$ cat config.mk
export PLATFORM = sky130hd
export DESIGN_NAME = stream_word_replace_flat
export DESIGN_NICKNAME = d
export VERILOG_FILES = /design/src/sv/swr_pkg.sv /design/src/sv/swr_if.sv /design/src/sv/stream_word_replace.sv /design/src/sv/swr_ctrl.sv /design/src/sv/swr_datapath.sv /design/src/flat_wrapper.sv
export SDC_FILE = /design/constraint.sdc
export NUM_CORES = 1
export LEC_CHECK = 0
export BUFFER_PORTS_ARGS = -buffer_cell sky130_fd_sc_hd__clkbuf_2
export CAP_MARGIN = 10
export CORE_UTILIZATION = 39
export CTS_CLUSTER_DIAMETER = 200
export CTS_CLUSTER_SIZE = 28
export DETAILED_ROUTE_END_ITERATION = 6
export GPL_TIMING_DRIVEN = 0
export PLACE_DENSITY = 0.65
export SLEW_MARGIN = 15
export SYNTH_ARGS = -nofsm -noshare
export SYNTH_HDL_FRONTEND = slang
export SYNTH_SLANG_ARGS = --single-unit
export TNS_END_PERCENT = 10
$ cat constraint.sdc
create_clock -name clk -period 5.55 [get_ports clk]
set_input_delay 0.8325 -clock clk [delete_from_list [all_inputs] [get_ports clk]]
set_output_delay 0.8325 -clock clk [all_outputs]
set_load 0.01 [all_outputs]
$ cat src/sv/swr_pkg.sv
`timescale 1ns / 1ps
`default_nettype none

package swr_pkg;

	localparam int CFG_INDEX_W = 2;
	localparam int CFG_DATA_W  = 64;
	localparam int LEN_W       = 4;

	typedef enum logic [CFG_INDEX_W-1:0] {
		CFG_FIND_WORD,
		CFG_FIND_LEN,
		CFG_INSERT_WORD,
		CFG_INSERT_LEN
	} swr_cfg_t;

	typedef enum logic [1:0] {
		ST_IDLE,
		ST_INSERT,
		ST_FLUSH
	} swr_state_t;

	typedef struct packed {
		logic accept;
		logic emit_ins;
		logic emit_flush;
	} swr_cmd_t;

	typedef struct packed {
		logic slot_free;
		logic hit_now;
		logic flush_now;
		logic ins_done;
		logic flush_done;
	} swr_status_t;

endpackage

`default_nettype wire

$ cat src/sv/swr_if.sv
`timescale 1ns / 1ps
`default_nettype none

interface swr_in_if;
	logic       valid;
	logic       ready;
	logic [7:0] text_char;
	logic       end_of_text;

	modport source (output valid, output text_char, output end_of_text, input ready);
	modport sink (input valid, input text_char, input end_of_text, output ready);
endinterface

interface swr_out_if;
	logic       valid;
	logic       ready;
	logic [7:0] out_char;
	logic       last_char;

	modport source (output valid, output out_char, output last_char, input ready);
	modport sink (input valid, input out_char, input last_char, output ready);
endinterface

`default_nettype wire

$ cat src/sv/stream_word_replace.sv
`timescale 1ns / 1ps
`default_nettype none

// Streaming search and replace on a byte stream. Characters enter on text_in,
// one item per character, with end_of_text set on the last one of a sentence.
// Rewritten characters leave on text_out, with last_char set on the final one.
// The search and insert words and their lengths are written through the plain
// write port (cfg_we, cfg_index, cfg_data); the user must write them only while
// the block is idle, which the block does not enforce. Every write empties the
// match window. A character released when its item is taken appears in the
// next cycle, from an output register; insert and flush characters come from
// the sequencer, through its state register and then the output register.
// Text that does not complete a match flows at one item per cycle while the
// receiver does not stall. A match holds off the input while the insert word
// goes out character by character, and the end of a sentence while the
// characters still held in the window are flushed; the single output register
// and the insert and flush sequencer produce these characters.
// While the receiver stalls, the output register holds its item and no new
// item is taken. After reset the words and lengths are zero, so text passes
// through unchanged, and the window and output register are empty.
module stream_word_replace
	import swr_pkg::*;
#(
	parameter int MAX_WORD = 8
) (
	input  wire logic                   clk,
	input  wire logic                   arst_n,
	input  wire logic                   cfg_we,
	input  wire logic [CFG_INDEX_W-1:0] cfg_index,
	input  wire logic [CFG_DATA_W-1:0]  cfg_data,
	swr_in_if.sink                      text_in,
	swr_out_if.source                   text_out
);

	swr_cmd_t    cmd;
	swr_status_t st;

	swr_ctrl u_ctrl (
		.clk      (clk),
		.arst_n   (arst_n),
		.in_valid (text_in.valid),
		.in_ready (text_in.ready),
		.status   (st),
		.cmd      (cmd)
	);

	swr_datapath #(
		.MAX_WORD (MAX_WORD)
	) u_datapath (
		.clk       (clk),
		.arst_n    (arst_n),
		.cfg_we    (cfg_we),
		.cfg_index (cfg_index),
		.cfg_data  (cfg_data),
		.in_char   (text_in.text_char),
		.in_last   (text_in.end_of_text),
		.cmd       (cmd),
		.status    (st),
		.out_valid (text_out.valid),
		.out_ready (text_out.ready),
		.out_char  (text_out.out_char),
		.out_last  (text_out.last_char)
	);

	// A match must hold off the input while the insert word goes out.
	a_hit_blocks_input: assert property (@(posedge clk) disable iff (!arst_n)
		(cmd.accept && st.hit_now) |=> !text_in.ready)
		else $error("input taken straight after a match");

	a_no_input_while_emitting: assert property (@(posedge clk) disable iff (!arst_n)
		(cmd.emit_ins || cmd.emit_flush) |-> !text_in.ready)
		else $error("input ready while the sequencer emits");

	a_output_from_command: assert property (@(posedge clk) disable iff (!arst_n)
		$rose(text_out.valid) |-> $past(cmd.accept || cmd.emit_ins || cmd.emit_flush))
		else $error("output item without an emitting command");

endmodule

`default_nettype wire

$ cat src/sv/swr_ctrl.sv
`timescale 1ns / 1ps
`default_nettype none

module swr_ctrl
	import swr_pkg::*;
(
	input  wire logic  clk,
	input  wire logic  arst_n,
	input  wire logic  in_valid,
	output logic       in_ready,
	input  swr_status_t status,
	output swr_cmd_t   cmd
);

	swr_state_t state_q;
	swr_state_t state_next;

	always_ff @(posedge clk or negedge arst_n) begin
		if (!arst_n) begin
			state_q <= ST_IDLE;
		end else begin
			state_q <= state_next;
		end
	end

	always_comb begin
		state_next = state_q;
		unique case (state_q)
			ST_IDLE: begin
				if (cmd.accept && status.hit_now) begin
					state_next = ST_INSERT;
				end else if (cmd.accept && status.flush_now) begin
					state_next = ST_FLUSH;
				end
			end
			ST_INSERT: begin
				if (cmd.emit_ins && status.ins_done) begin
					state_next = ST_IDLE;
				end
			end
			ST_FLUSH: begin
				if (cmd.emit_flush && status.flush_done) begin
					state_next = ST_IDLE;
				end
			end
			default: begin
				state_next = ST_IDLE;
			end
		endcase
	end

	always_comb begin
		in_ready       = (state_q == ST_IDLE) && status.slot_free;
		cmd.accept     = in_ready && in_valid;
		cmd.emit_ins   = (state_q == ST_INSERT) && status.slot_free;
		cmd.emit_flush = (state_q == ST_FLUSH) && status.slot_free;
	end

endmodule

`default_nettype wire

$ cat src/sv/swr_datapath.sv
`timescale 1ns / 1ps
`default_nettype none

module swr_datapath
	import swr_pkg::*;
#(
	parameter int MAX_WORD = 8
) (
	input  wire logic                   clk,
	input  wire logic                   arst_n,
	input  wire logic                   cfg_we,
	input  wire logic [CFG_INDEX_W-1:0] cfg_index,
	input  wire logic [CFG_DATA_W-1:0]  cfg_data,
	input  wire logic [7:0]             in_char,
	input  wire logic                   in_last,
	input  swr_cmd_t                    cmd,
	output swr_status_t                 status,
	output logic                        out_valid,
	input  wire logic                   out_ready,
	output logic [7:0]                  out_char,
	output logic                        out_last
);

	localparam int CW = $clog2(MAX_WORD + 1);
	localparam int WORD_W = 8 * MAX_WORD;
	localparam logic [LEN_W-1:0] LEN_MAX = LEN_W'(MAX_WORD);

	logic [WORD_W-1:0] find_q;
	logic [WORD_W-1:0] insw_q;
	logic [LEN_W-1:0]  flen_q;
	logic [LEN_W-1:0]  ilen_q;
	logic [7:0]        win_q [MAX_WORD];
	logic [CW-1:0]     cnt_q;
	logic [WORD_W-1:0] ins_sh_q;
	logic [CW-1:0]     rem_q;
	logic              last_pend_q;
	logic [7:0]        out_char_q;
	logic              out_last_q;
	logic              out_valid_q;

	logic [CW-1:0] flen;
	logic [CW-1:0] ilen;
	logic          enabled;
	logic [CW-1:0] cnt_eff;
	logic [CW-1:0] cnt_inc;
	logic [CW-1:0] cnt_after;
	logic [7:0]    win_next [MAX_WORD];
	logic [7:0]    win_next_sh [MAX_WORD];
	logic [7:0]    win_sh [MAX_WORD];
	logic          hit;
	logic          full;
	logic          hit_now;
	logic          miss_now;
	logic          emission;

	always_comb begin
		flen = (flen_q > LEN_MAX) ? CW'(MAX_WORD) : flen_q[CW-1:0];
		ilen = (ilen_q > LEN_MAX) ? CW'(MAX_WORD) : ilen_q[CW-1:0];
		enabled = (flen != '0) && (ilen != '0);
		cnt_eff = (cnt_q >= flen) ? '0 : cnt_q;
		cnt_inc = cnt_eff + CW'(1);
		hit = 1'b1;
		for (int i = 0; i < MAX_WORD; i++) begin
			win_next[i] = (CW'(i) == cnt_eff) ? in_char : win_q[i];
			if ((CW'(i) < flen) && (win_next[i] != find_q[8*i +: 8])) begin
				hit = 1'b0;
			end
		end
		for (int i = 0; i < MAX_WORD; i++) begin
			win_next_sh[i] = (i < MAX_WORD - 1) ? win_next[(i + 1) % MAX_WORD] : win_next[i];
			win_sh[i]      = (i < MAX_WORD - 1) ? win_q[(i + 1) % MAX_WORD] : win_q[i];
		end
		full      = (cnt_inc == flen);
		hit_now   = enabled && full && hit;
		miss_now  = enabled && full && !hit;
		cnt_after = hit_now ? '0 : (miss_now ? (flen - CW'(1)) : cnt_inc);
		emission  = (cmd.accept && (!enabled || miss_now)) || cmd.emit_ins || cmd.emit_flush;
	end

	always_comb begin
		status.slot_free  = !out_valid_q || out_ready;
		status.hit_now    = hit_now;
		status.flush_now  = enabled && in_last && !hit_now && (cnt_after != '0);
		status.ins_done   = (rem_q == CW'(1));
		status.flush_done = (cnt_q == CW'(1));
	end

	always_ff @(posedge clk or negedge arst_n) begin
		if (!arst_n) begin
			find_q      <= '0;
			insw_q      <= '0;
			flen_q      <= '0;
			ilen_q      <= '0;
			cnt_q       <= '0;
			out_valid_q <= 1'b0;
		end else begin
			if (cfg_we) begin
				unique case (swr_cfg_t'(cfg_index))
					CFG_FIND_WORD:   find_q <= cfg_data[WORD_W-1:0];
					CFG_FIND_LEN:    flen_q <= cfg_data[LEN_W-1:0];
					CFG_INSERT_WORD: insw_q <= cfg_data[WORD_W-1:0];
					CFG_INSERT_LEN:  ilen_q <= cfg_data[LEN_W-1:0];
				endcase
				cnt_q <= '0;
			end else if (cmd.accept) begin
				cnt_q <= enabled ? cnt_after : '0;
			end else if (cmd.emit_flush) begin
				cnt_q <= cnt_q - CW'(1);
			end
			if (emission) begin
				out_valid_q <= 1'b1;
			end else if (out_ready) begin
				out_valid_q <= 1'b0;
			end
		end
	end

	always_ff @(posedge clk) begin
		if (cmd.accept) begin
			last_pend_q <= in_last;
			if (!enabled) begin
				out_char_q <= in_char;
				out_last_q <= in_last;
			end else begin
				for (int i = 0; i < MAX_WORD; i++) begin
					win_q[i] <= miss_now ? win_next_sh[i] : win_next[i];
				end
				if (miss_now) begin
					out_char_q <= win_next[0];
					out_last_q <= in_last && (cnt_after == '0);
				end
				if (hit_now) begin
					ins_sh_q <= insw_q;
					rem_q    <= ilen;
				end
			end
		end else if (cmd.emit_ins) begin
			out_char_q <= ins_sh_q[7:0];
			out_last_q <= last_pend_q && (rem_q == CW'(1));
			ins_sh_q   <= ins_sh_q >> 8;
			rem_q      <= rem_q - CW'(1);
		end else if (cmd.emit_flush) begin
			out_char_q <= win_q[0];
			out_last_q <= (cnt_q == CW'(1));
			win_q      <= win_sh;
		end
	end

	assign out_valid = out_valid_q;
	assign out_char  = out_char_q;
	assign out_last  = out_last_q;

endmodule

`default_nettype wire
$ cat src/flat_wrapper.sv
// flat-port wrapper written by rule: the top's interface ports become plain ports
module stream_word_replace_flat import swr_pkg::*;
#(
	parameter int MAX_WORD = 8
)
  (clk, arst_n, cfg_we, cfg_index, cfg_data, text_in_valid, text_in_text_char, text_in_end_of_text, text_in_ready, text_out_valid, text_out_out_char, text_out_last_char, text_out_ready);
  swr_in_if text_in_i ();
  swr_out_if text_out_i ();
  input  wire logic clk;
  input  wire logic arst_n;
  input  wire logic cfg_we;
  input  wire logic [CFG_INDEX_W-1:0] cfg_index;
  input  wire logic [CFG_DATA_W-1:0] cfg_data;
  input wire logic [$bits(text_in_i.valid)-1:0] text_in_valid;
  input wire logic [$bits(text_in_i.text_char)-1:0] text_in_text_char;
  input wire logic [$bits(text_in_i.end_of_text)-1:0] text_in_end_of_text;
  output wire logic [$bits(text_in_i.ready)-1:0] text_in_ready;
  output wire logic [$bits(text_out_i.valid)-1:0] text_out_valid;
  output wire logic [$bits(text_out_i.out_char)-1:0] text_out_out_char;
  output wire logic [$bits(text_out_i.last_char)-1:0] text_out_last_char;
  input wire logic [$bits(text_out_i.ready)-1:0] text_out_ready;
  assign text_in_i.valid = text_in_valid;
  assign text_in_i.text_char = text_in_text_char;
  assign text_in_i.end_of_text = text_in_end_of_text;
  assign text_in_ready = text_in_i.ready;
  assign text_out_valid = text_out_i.valid;
  assign text_out_out_char = text_out_i.out_char;
  assign text_out_last_char = text_out_i.last_char;
  assign text_out_i.ready = text_out_ready;
  stream_word_replace #(.MAX_WORD(MAX_WORD)) u_core (.clk(clk), .arst_n(arst_n), .cfg_we(cfg_we), .cfg_index(cfg_index), .cfg_data(cfg_data), .text_in(text_in_i), .text_out(text_out_i));
endmodule
### Word-level counts from Yosys, hierarchy flattened

Index checks and enable logic that the tools add are counted.

| word-level totals | value |
|---|---|
| output and inout bits | 11 |
| flip-flop bits (word level) | 285 |
| word-level logic and storage cells | 181 |
| input bits | 80 |

| cells by class | value |
|---|---|
| mux-type cells | 61 |
| equal/unequal tests | 30 |
| reduce and logical (&&, ||, !) cells | 55 |
| order comparisons | 11 |
| add/sub/neg operators | 4 |

Operators with widths:

| cell | number |
|---|---|
| 64-bit two-way mux | 8 |
| 8-bit two-way mux | 20 |
| 8-bit != test | 8 |
| 4-bit two-way mux | 13 |
| 1-bit logical AND | 26 |
| 3-bit by 4-bit equality test with 1-bit output (first input constant) | 4 |
| 3-bit by 4-bit < comparator with 1-bit output (first input constant) | 4 |
| 1-bit two-way mux | 15 |
| 2-bit AND reduction | 6 |
| 4-bit nonzero test | 3 |
| 4-bit by 1-bit subtractor with 4-bit output (second input constant) | 3 |
| 3-bit AND reduction | 3 |
| 2-bit by 4-bit equality test with 1-bit output (first input constant) | 2 |
| 4-bit by 1-bit equality test with 1-bit output (second input constant) | 2 |
| 4-bit > comparator (second input constant) | 2 |
| 4-bit zero test | 2 |
| 1-bit by 4-bit < comparator with 1-bit output (first input constant) | 2 |
| 2-bit by 4-bit < comparator with 1-bit output (first input constant) | 2 |
| 2-bit two-way mux | 4 |
| 2-bit != test (second input constant) | 4 |
| 2-bit equality test (second input constant) | 3 |
| 3-bit != test (second input constant) | 2 |
| 2-bit one-hot mux with 3 select lines | 1 |
| 2-bit nonzero test | 3 |
| other kinds (10) | 19 |

### Longest topological paths before layout

| depth | value |
|---|---|
| depth after elaboration | 26 |
| depth in mapped cells | 22 |
| mapped depth without buffers | 18 |

### Cells and area by module

From an unflattened synthesis, not the netlist that was laid out.

| second synthesis, totals | value |
|---|---|
| cell total of the unflattened synthesis | 1179 |
| area, all modules | 15102.0 µm² |

Modules (own cells, without submodules):

| module | area an instance (µm²) | cells an instance | sequential area each (µm²) | times used |
|---|---|---|---|---|
| swr_datapath | 14954.3 | 1164 | 7792.5 | 1 |
| swr_ctrl | 147.6 | 15 | 50.0 | 1 |

### Least setup slack after synthesis

No wires, ideal clock.

| timing | value |
|---|---|
| path kind | input-to-reg |
| start point | input port text_out_ready |
| end point | register u_core.u_datapath.cnt_q[0] |
| slack | -692 ps |
| library setup time | 98 ps |
| stages | 7 |
| arrival | 6143 ps |
| data required time | 5452 ps |
| path buffers | 0 |
| path through | nor2b_1 > nor3_1 > nand2_1 > inv_1 > a21boi_0 > o22ai_1 > nor3_1 |

| between the ends | value |
|---|---|
| word-level cells in the longest chain between the ends | 5 |
| elaborated cells on any way between the ends | 7 |
| classes of those cells | mux (2); reduce/logical (5) |

Ends and longest elaborated chain:

| element | line | source |
|---|---|---|
| start, declared | flat_wrapper.sv:21 | `input wire logic [$bits(text_out_i.ready)-1:0] text_out_ready;` |
| 1-bit logical OR (*) | swr_datapath.sv:81 | `status.slot_free = !out_valid_q \|\| out_ready;` |
| 1-bit logical AND (*) | swr_ctrl.sv:53 | `in_ready = (state_q == ST_IDLE) && status.slot_free;` |
| net text_in_ready | flat_wrapper.sv:17 | `output wire logic [$bits(text_in_i.ready)-1:0] text_in_ready;` |
| 1-bit logical AND (*) | swr_ctrl.sv:54 | `cmd.accept = in_ready && in_valid;` |
| 4-bit two-way mux | swr_datapath.sv:105 | `end else if (cmd.accept) begin` |
| 4-bit two-way mux | swr_datapath.sv:97 | `if (cfg_we) begin` |
| end signal, assigned | swr_datapath.sv:106 | `cnt_q <= enabled ? cnt_after : '0;` |
| end signal, assigned | swr_datapath.sv:108 | `cnt_q <= cnt_q - CW'(1);` |
| end, declared | swr_datapath.sv:33 | `logic [CW-1:0] cnt_q;` |

Mark *: on every way through the listed nets, which the timed path passes. The rest lies on a longest branch.
A chain may end at the register's enable or synchronous reset.

### Final worst setup path

| timing | value |
|---|---|
| start point | register u_core.u_datapath.flen_q[3] |
| end point | register u_core.u_datapath.win_q[52] (netlist name), data pin |

| between the ends | value |
|---|---|
| word-level cells in the longest chain between the ends | 21 |
| elaborated cells on any way between the ends | 62 |
| classes of those cells | add/sub (1); order compare (10); eq/ne (16); mux (21); reduce/logical (14) |

Ends and longest elaborated chain:

| element | line | source |
|---|---|---|
| start, declared | swr_datapath.sv:30 | `logic [LEN_W-1:0] flen_q;` |
| start signal, assigned | swr_datapath.sv:100 | `CFG_FIND_LEN: flen_q <= cfg_data[LEN_W-1:0];` |
| 4-bit > comparator | swr_datapath.sv:57 | `flen = (flen_q > LEN_MAX) ? CW'(MAX_WORD) : flen_q[CW-1:0];` |
| 4-bit two-way mux (*) | swr_datapath.sv:57 |  |
| 4-bit >= comparator | swr_datapath.sv:60 | `cnt_eff = (cnt_q >= flen) ? '0 : cnt_q;` |
| 4-bit two-way mux | swr_datapath.sv:60 |  |
| 4-bit zero test | swr_datapath.sv:64 | `win_next[i] = (CW'(i) == cnt_eff) ? in_char : win_q[i];` |
| 8-bit two-way mux | swr_datapath.sv:64 |  |
| 8-bit != test | swr_datapath.sv:65 | `if ((CW'(i) < flen) && (win_next[i] != find_q[8*i +: 8])) begin` |
| 1-bit logical AND | swr_datapath.sv:65 |  |
| 1-bit two-way mux (8 in series) | swr_datapath.sv:65 |  |
| 1-bit zero test | swr_datapath.sv:75 | `miss_now = enabled && full && !hit;` |
| 1-bit logical AND | swr_datapath.sv:75 |  |
| 8-bit two-way mux (*) | swr_datapath.sv:126 | `win_q[i] <= miss_now ? win_next_sh[i] : win_next[i];` |
| 64-bit two-way mux (*) | swr_datapath.sv:121 | `if (!enabled) begin` |
| 64-bit two-way mux (*) | swr_datapath.sv:119 | `if (cmd.accept) begin` |
| end signal, assigned by index | swr_datapath.sv:126 |  |
| end signal, assigned | swr_datapath.sv:145 | `win_q <= win_sh;` |
| end, declared | swr_datapath.sv:32 | `logic [7:0] win_q [MAX_WORD];` |

Every way passes the cells marked *; elsewhere a longest branch is shown, timed or not. The select of a mux whose other input is x is not followed.

==> impl_metrics.toml <==
[run_status]
status = "complete, no violations"

[clock_tree]
cts_buffers = 14
cts_tree = "yes"
cts_hold_buffers = 0
root_buffer = "clkbuf_16"
htreeDepth = 1
path_clk_slew_ns = 0.12
numClockSinks = 285
clkLatencyLatePin_ns = 0.54
cts_max_path_buffers = 3

[die]
start_util = 0.400
num_io_pins = 91
row_count = 70
dieArea_sq_mm = 0.0387
core-area_sq_mm = 0.0370
die_y_um = 197
fp.dieW_um = 197

[synth]
netlist_instances = 1354
synth_top_area_cell = "edfxtp_1"
yosysWarningCount = 0
synth_nets = 1449
synth_edf_count = 142
yosysMostFrequentCell = "nand2_1"
synth_cell_types = 70
synth_top_area_share = 0.288
syn_area_per_cell_sq_um = 10.9
synth_commonest_cells = "246 x nand2_1, 143 x dfrtp_1, 142 x edfxtp_1"
ys.flop_type = "dfrtp_1"
syn_area_sq_mm = 0.0148
synth.area.top_cells = "edfxtp_1 29%, dfrtp_1 24%, mux2_2 10%"
synth-seq-cells = 285
ys_seq_area_frac = 0.530
synthArstFlopShare = 0.502

[detailed_routing]
drt-total-wl_mm = 45.4
viasPerCell = 5.74
drcViolationCount = 0
dr.pass1.iters = 5
ant_nets = 0
via_count = 11400
drt-initial-drc-count = 1087
wire_per_inst_um = 22.9

[worst_setup_path]
end_kind = "register"
required_ns = 5.94
cp-start-kind = "register"
cp.arrival_ns = 5.75
critPathLaunch = "u_core.u_datapath.flen_q[3]"
worst_r2r_path_depth = 23
r2r_setup_slack_ns = 0.19
reg2reg_to = "u_core.u_datapath.win_q[52]"
worstPathMaxFanout = 10
path_class = "reg2reg"
r2r-start = "u_core.u_datapath.flen_q[3]"

[cells_and_area]
area_delta_synth_final_pct = 13.4
fin_nets = 1569
drive_gt1_frac = 0.213
diodes = 0

[min_path]
hp-class = "in2async"

[global_routing]
grt_overflow = 0
grt_max_degree = 92
grt_pass1_vias = 11300
grt_antenna_before_repair = 2
groute.usage.overall = 0.236
grt_pass1_wl_mm = 69.1

[placed_design]
dpl.hpwl_mm = 33.3
gp_congestion = 0.939
portBuffers = 85

[timing]
tns_ns = 0
slew_violations = 0
period_minus_slack_ns = 5.36
slew_headroom = 0.264
clock_skew_ns = 0.0424
hold_viol = 0
worstMarginPinSlew_ns = 1.10
period_share = 0.966
setup_violations = 0
fmax_mhz = 187

[power]
leakagePower_nw = 6.75
power_w = 0.00817
p_per_area_mw_per_mm2 = 487
ir_drop_uv = 208

[flow_run]
cap_violations = 0
-- sequential cells by signal, indices dropped and copies added, names as in the netlist, 2 cells and up --
register	count
u_core.u_ctrl.state_q	2
u_core.u_datapath.cnt_q	4
u_core.u_datapath.find_q	64
u_core.u_datapath.flen_q	4
u_core.u_datapath.ilen_q	4
u_core.u_datapath.ins_sh_q	64
u_core.u_datapath.insw_q	64
u_core.u_datapath.out_char	8
u_core.u_datapath.rem_q	4
u_core.u_datapath.win_q	64
-- per-layer routing --
layer / vias up / share of wire / global-route usage
met5: - / 0 / 0
met4: 0 / 0.029 / 0.0672
met3: 90 / 0.078 / 0.0274
met2: 522 / 0.46 / 0.380
met1: 5629 / 0.43 / 0.335
li1: 5144 / - / -
-- cells in the final DEF, fill, tap and decap left out, types with 7 or more instances in the layout --
cell type  Yosys  layout
edfxtp_1     142     142
inv_1         26      24
clkbuf_16      0      14
nand2b_1      11      11
o21ai_0       37      37
o21a_1        10       9
and2_1        16      16
buf_1          9       9
buf_4          5      20
nand4_1       13      13
mux2_2       132     132
and3_1        15      15
nor2_1        67      65
xnor2_1       52      52
a21oi_1       29      29
a221o_1       31      31
clkbuf_1      62      62
nor3_1        54      52
o2111ai_1     13      13
o211ai_1      21      21
xor2_1        26      26
ha_1          15      12
dfrtp_1      143     142
mux2i_1       32      30
clkbuf_2       0      85
nand2_1      246     242
nand3_1       21      21
a211o_1        7       7
-- repair_timing --
action                                  in CTS  in global routing
gates resized for setup                     30                 20
pin swaps                                    7                  7
gates cloned                                 1                  0
endpoints found under the setup margin     141                137
buffers inserted                             9                  5
-- metrics by stage --
step	setup slack, ns	utilization	cells	cell area, sq um	hold WS, ns
4_1_cts	0.0536	0.451	1981	16700	0.261
6_report	0.191	0.454	1985	16800	0.245
2_1_floorplan	-0.565	-	1354	14800	0.471
3_3_place_gp	-3.68	0.429	1943	15900	0.481
5_1_grt	-0.00937	0.454	1985	16800	0.272
3_5_place_dp	-1.91	0.433	1948	16000	0.484
-- kinds of logic after synthesis --
kind of cell / after synthesis / synth area share
and+or+nand+nor: 480 / 0.146
DFF: 285 / 0.530
AOI/OAI and AO/OA: 218 / 0.110
muxes: 165 / 0.123
buffers and inverters: 113 / 0.0313
xor gates and xnor gates: 78 / 0.0462
adders and majority gates: 15 / 0.0127
-- report_power, final --
part | switching, W | internal [W]
Combinational | 0.00220 | 0.00146
Sequential | 0.000403 | 0.00290
Clock | 0.000713 | 0.000495
-- area by class of cell --
class | instances | area [sq um]
Buffer | 86 | 405
Clock buffer | 21 | 377
Clock inverter | 2 | 46.3
Fill cell | 3583 | 20200
Inverter | 26 | 97.6
Multi-Input combinational cell | 956 | 6680
Sequential cell | 285 | 7840
Tap cell | 504 | 631
Timing Repair Buffer | 105 | 702
-- critical path, cell delays in order (launching register included) --
cell and delay [ns]:
dfrtp_2 0.50, nor2b_1 0.13, buf_2 0.23, ha_1 0.30, nor3b_4 0.24, clkbuf_4 0.26
o21a_4 0.21, nand2_2 0.12, inv_2 0.14, ha_4 0.21, clkbuf_4 0.25, nand2_1 0.08
o211ai_1 0.25, buf_4 0.18, xnor2_1 0.11, o2111a_1 0.18, nand4_1 0.07, buf_4 0.18
a21oi_1 0.16, o211ai_1 0.16, buf_4 0.19, o21ai_4 0.22, clkbuf_1 0.57, a221o_1 0.29
-- worst max path at each step --
stage / cells after the start / slack, ns / endpoint
after floorplan: 20 / -0.57 / u_core.u_datapath.ins_sh_q[0]
after CTS: 23 / 0.05 / u_core.u_datapath.ins_sh_q[3]
after global routing: 23 / -0.009 / u_core.u_datapath.ins_sh_q[8]
after detailed placement: 21 / -1.91 / u_core.u_datapath.ins_sh_q[50]
final: 23 / 0.19 / u_core.u_datapath.win_q[52]
after global placement: 20 / -3.68 / u_core.u_datapath.ins_sh_q[50]
Power figures use the tool's default switching activity.
